$ cat src/sv/ccu_fifo.sv
`timescale 1ns / 1ps
// ccu_fifo: small flop-based queue used between pipeline sections
// no dependencies

module ccu_fifo #(
   parameter int WIDTH = 8,
   parameter int DEPTH = 4
) (
   input  logic             clock,
   input  logic             reset,
   input  logic             push,
   input  logic [WIDTH-1:0] wr_data,
   output logic             full,
   input  logic             pop,
   output logic [WIDTH-1:0] rd_data,
   output logic             empty
);

   localparam int AW = (DEPTH > 1) ? $clog2(DEPTH) : 1;
   localparam int CW = $clog2(DEPTH + 1);

   logic [WIDTH-1:0] mem_ff [DEPTH];
   logic [AW-1:0]    wr_ptr_ff, wr_ptr_in;
   logic [AW-1:0]    rd_ptr_ff, rd_ptr_in;
   logic [CW-1:0]    count_ff, count_in;
   logic             do_push, do_pop;

   assign full    = (count_ff == CW'(DEPTH));
   assign empty   = (count_ff == '0);
   assign do_push = push && !full;
   assign do_pop  = pop && !empty;
   assign rd_data = mem_ff[rd_ptr_ff];

   always_comb begin
      wr_ptr_in = wr_ptr_ff;
      rd_ptr_in = rd_ptr_ff;
      count_in  = count_ff;
      if (do_push) begin
         wr_ptr_in = (wr_ptr_ff == AW'(DEPTH - 1)) ? '0 : wr_ptr_ff + 1'b1;
      end
      if (do_pop) begin
         rd_ptr_in = (rd_ptr_ff == AW'(DEPTH - 1)) ? '0 : rd_ptr_ff + 1'b1;
      end
      if (do_push && !do_pop) begin
         count_in = count_ff + 1'b1;
      end else if (do_pop && !do_push) begin
         count_in = count_ff - 1'b1;
      end
   end

   always_ff @(posedge clock) begin
      if (reset) begin
         wr_ptr_ff <= '0;
         rd_ptr_ff <= '0;
         count_ff  <= '0;
      end else begin
         wr_ptr_ff <= wr_ptr_in;
         rd_ptr_ff <= rd_ptr_in;
         count_ff  <= count_in;
      end
   end

   always_ff @(posedge clock) begin
      if (do_push) begin
         mem_ff[wr_ptr_ff] <= wr_data;
      end
   end

endmodule

$ cat config.mk
export PLATFORM = sky130hd
export DESIGN_NAME = ccu_fifo
export DESIGN_NICKNAME = d
export VERILOG_FILES = /design/src/sv/ccu_fifo.sv
export SDC_FILE = /design/constraint.sdc
export NUM_CORES = 1
export LEC_CHECK = 0
export BUFFER_PORTS_ARGS = -buffer_cell sky130_fd_sc_hd__buf_2
export CORE_UTILIZATION = 35
export CTS_BUF_LIST = sky130_fd_sc_hd__clkbuf_8 sky130_fd_sc_hd__clkbuf_16
export DETAILED_ROUTE_END_ITERATION = 12
export PLACE_DENSITY = 0.64
export SYNTH_ARGS = -nofsm -noshare
export SYNTH_HDL_FRONTEND = slang
export SYNTH_SLANG_ARGS = --single-unit
$ cat constraint.sdc
create_clock -name clock -period 6.04 [get_ports clock]
set_input_delay 1.208 -clock clock [delete_from_list [all_inputs] [get_ports clock]]
set_output_delay 1.208 -clock clock [all_outputs]
set_load 0.005 [all_outputs]
Word-level counts from Yosys, hierarchy flattened
Memories as Yosys holds them, arrays and structs flattened. A register that Yosys moved wholly into a read port is not among the register bits.
Index checks and enable logic that the tools add are counted.
{"block": "totals", "regBits": 7, "mem_bits_rw": 32, "inputBits": 12, "out_inout_bits": 10, "mem_count": 1}
{"memory": "mem_ff", "depth": 4, "width": 8, "rd": 1, "rd_clocked_by_memory_dff": 1, "wr": 1, "line": "22", "rtl": "logic [WIDTH-1:0] mem_ff [DEPTH];"}
{"block": "op_classes", "addsub": 4, "n_eq_ne": 3, "n_mux": 8, "reduce_logical": 10}
{"cell": "$mux 2", "count": 4}
{"cell": "$mux 3", "count": 2}
{"cell": "$add 2x1->2 const B", "count": 2}
{"cell": "$eq 2x2->1 const B", "count": 2}
{"cell": "$logic_and 1x1->1", "count": 4}
{"cell": "$logic_not 1->1", "count": 4}
{"cell": "$add 3x1->3 const B", "count": 1}
{"cell": "$eq 3x3->1 const B", "count": 1}
{"cell": "$logic_not 3->1", "count": 1}
{"cell": "$sub 3x1->3 const B", "count": 1}
{"cell": "$mux 1", "count": 2}
{"cell": "$reduce_bool 2->1", "count": 1}

Longest topological paths before layout
{"block": "depth", "depth_word": 7, "ltp_mapped": 10}

Worst setup path after synthesis
Ideal clock, no wire load.
{"block": "synth_timing", "path_type": "in2reg", "start": "in push", "end": "reg count_ff[2]", "setup_time_ps": 70, "arrival_time_ps": 2641, "setup_slack_ps": 3329, "cell_stages": 8, "n_path_buf": 0, "path_cell_list": "inv_1 > nor2_2 > ha_1 > inv_1 > fa_1 > xor2_1 > or3_2 > a21oi_1"}
{"block": "synth_via", "elab_chain_len": 4, "elab_cells_between_ends": 6, "cone_classes": "1 x mux; 5 x reduce/logical"}
{"item": "start: declaration", "line": "11", "rtl": "input logic push,"}
{"item": "$logic_and 1x1->1 (*)", "line": "30", "rtl": "assign do_push = push && !full;"}
{"item": "via do_push", "line": "26", "rtl": "logic do_push, do_pop;"}
{"item": "$logic_not 1->1", "line": "46", "rtl": "end else if (do_pop && !do_push) begin"}
{"item": "$logic_and 1x1->1", "line": "46"}
{"item": "$reduce_bool 2->1 (no source line)"}
{"item": "end signal: assignment", "line": "59", "rtl": "count_ff <= count_in;"}
{"item": "end: declaration", "line": "25", "rtl": "logic [CW-1:0] count_ff, count_in;"}
The timed path passes the listed nets; every way through them passes the cells marked *.
A chain may end at the register's enable or synchronous reset.

==> flow_summary.json <==
{
  "internal_power_uw": 515,
  "worst_slew_pin_slew_ns": 0.538,
  "maxCapViolCount": 0,
  "cp_max_fo": 8,
  "rsz0062_at_grt": "false",
  "final_nets": 135,
  "met1_usage_pct": 14.2,
  "placed_cells": 161,
  "p_seq_share_pct": 52.8,
  "power_leakage_uw": 0.000691,
  "initial_core_util_pct": 37.0,
  "grt_use_total_pct": 12.2,
  "synth_area_leaders": "edfxtp_1 (58%), dfxtp_1 (11%), mux4_2 (11%), ha_1 (4.6%), and3_2 (1.8%)",
  "ys_warn_count": 0,
  "ant_nets": 0,
  "cts_root_buf": "clkbuf_8",
  "gp_congestion": 0.728,
  "cts_resized": 0,
  "crit_type": "flip-flop to output pin",
  "finish.utilization_pct": 42.3,
  "skew_ns": 0.00800,
  "clkLatencyLatePin_ns": 0.29,
  "cts_tree": "done",
  "diodes": 0,
  "num_io_pins": 22,
  "n_fill_cell": 418,
  "area_growth_pct": 14.1,
  "violations": "design-rule violations",
  "grt_pass1_vias": 924,
  "clkTransAtPathRegs_ns": 0.08,
  "synth_area_leader_cell": "edfxtp_1",
  "via_count": 875,
  "ys_ff_latch": 41,
  "seq_area_um2": 1140,
  "p_switching_uw": 203,
  "final_cell_area_um2": 1880,
  "use_met2_pct": 20.6,
  "cp.required_ns": 4.83,
  "drc": 2,
  "drt_iter0_drc": 69,
  "grt_start_max_net_pins": 14,
  "synthesis.nets": 111,
  "placed_area_um2": 1790,
  "wl_mm": 2.80,
  "cts_setup_buffers": 0,
  "viasPerCell": 5.18,
  "async_reset_ff_share_pct": 0,
  "coreArea_um2": 4440,
  "hold_buffers": 0,
  "place_hpwl_mm": 1.98,
  "netlist_area_um2": 1650,
  "ys_seq_area_share_pct": 69.4,
  "placementRows": 24,
  "die_area_um2": 4980,
  "grt_remaining_overflow": 0,
  "syn_area_per_cell_um2": 17.9,
  "final_layout_size_suffix_gt1_share_pct": 38.5,
  "first_pass_iters": 8,
  "irDropWorstVdd_mv": 0.165,
  "clock_sinks": 41,
  "hp-class": "flip-flop to flip-flop",
  "die_y_um": 70.6,
  "die_width_um": 70.6,
  "netSwitchingFraction_pct": 28.3,
  "clk_path_buf_depth": 2,
  "busiest_layer": "met2",
  "report.final.hold_viol_count": 0,
  "start_kind": "flip-flop",
  "instances_no_fill": 169,
  "clkPwrFrac_pct": 23.9,
  "fin_crit_ns": 2.88,
  "fmax_mhz": 347,
  "max_slew_margin_pct": 64.1,
  "p_comb_share_pct": 23.3,
  "grt_pass1_wl_mm": 4.39,
  "cts_buffers": 5,
  "setup_tns_ns": 0,
  "ys.flop_type": "edfxtp_1",
  "use_met3_pct": 3.70,
  "synth_cell_types": 26,
  "crit_arrival_ns": 1.68,
  "htree_levels": 2,
  "period_share_pct": 47.7,
  "wire_per_inst_um": 16.6,
  "yosysTopAreaCellShare_pct": 58.4,
  "synth.most_common_cell": "edfxtp_1",
  "status": "finished with violations",
  "synthTopCellsByCount": "edfxtp_1 (32), dfxtp_1 (9), mux4_2 (8)",
  "antenna_found_initial": 0,
  "drv_slew": 0,
  "netlist_instances": 92,
  "crit_path_end_kind": "output pin",
  "finalSetupViolCount": 0,
  "multi_input_area_um2": 457,
  "powerDensity_nw_per_um2": 382,
  "port_buffers": 21,
  "synth_edf_count": 32
}
critical path, stage by stage (launching register included):
cell     delay (ns)
dfxtp_1        0.66
mux4_2         0.58
buf_2          0.14
cell usage in the layout, fill, tap and decap left out, types with 3 or more instances in the layout:
| cell | synthesis | routed |
|---|---|---|
| buf_2 | 1 | 21 |
| ha_1 | 6 | 6 |
| inv_1 | 4 | 4 |
| nor2_1 | 3 | 3 |
| a21oi_1 | 3 | 3 |
| edfxtp_1 | 32 | 32 |
| clkbuf_8 | 0 | 5 |
| dfxtp_1 | 9 | 9 |
| and3_2 | 4 | 4 |
| mux4_2 | 8 | 8 |
final timing paths:
check,start,depth (start not counted),endpoint,slack (ns)
setup / recovery,flip-flop,2,rd_data[7],3.16
hold / removal,rd_ptr_ff[0],2,rd_ptr_ff[0],0.52
setup reg to reg,count_ff[0],9,count_ff[2],3.58
hold reg to reg,rd_ptr_ff[0],2,rd_ptr_ff[0],0.52
cell type report:
| cell class | instances | area share [%] |
|---|---|---|
| clock buffers | 5 | 3.66 |
| clock inverters | 3 | 0.933 |
| multi-input cells | 42 | 24.3 |
| repair buffers | 21 | 5.60 |
| inverters | 5 | 1.27 |
| flip-flops and latches | 41 | 60.8 |
| well taps | 52 | 3.46 |
metrics by stage:
step / hold WS (ns) / setup WS, ns / total power, uW
floorplan: 0.463 / 3.33 / 497
global placement: 0.472 / 3.15 / 543
detailed placement: 0.508 / 2.97 / 556
CTS: 0.527 / 3.10 / 726
global route: 0.545 / 2.98 / 755
finish: 0.519 / 3.16 / 718
sequential cells by signal (all words and copies together) (netlist names), named ones only:
| name | cells |
|---|---|
| mem_ff | 32 |
| count_ff | 3 |
| rd_ptr_ff | 2 |
| wr_ptr_ff | 2 |
power by group through the flow:
stage	Combinational, uW	Clock, uW	Sequential (uW)
after floorplan	132	0	366
after global placement	160	0	383
after detailed placement	170	0	386
after CTS	170	175	381
after global routing	183	186	386
final	168	172	379
metal layers:
| layer | share of wire (%) | routed length [um] |
|---|---|---|
| met5 | 0 | 0 |
| met4 | 2.3 | 65 |
| met3 | 4.9 | 137 |
| met2 | 50 | 1400 |
| met1 | 43 | 1190 |
cell families after synthesis:
| family | share of synthesized area (%) |
|---|---|
| AOI/OAI and AO/OA | 3.04 |
| muxes | 12.2 |
| buffers and inverters | 2.89 |
| DFF | 69.4 |
| and+or+nand+nor | 5.70 |
| adders and majority gates | 5.78 |
| xor gates and xnor gates | 1.06 |
Power figures use the tool's default switching activity.
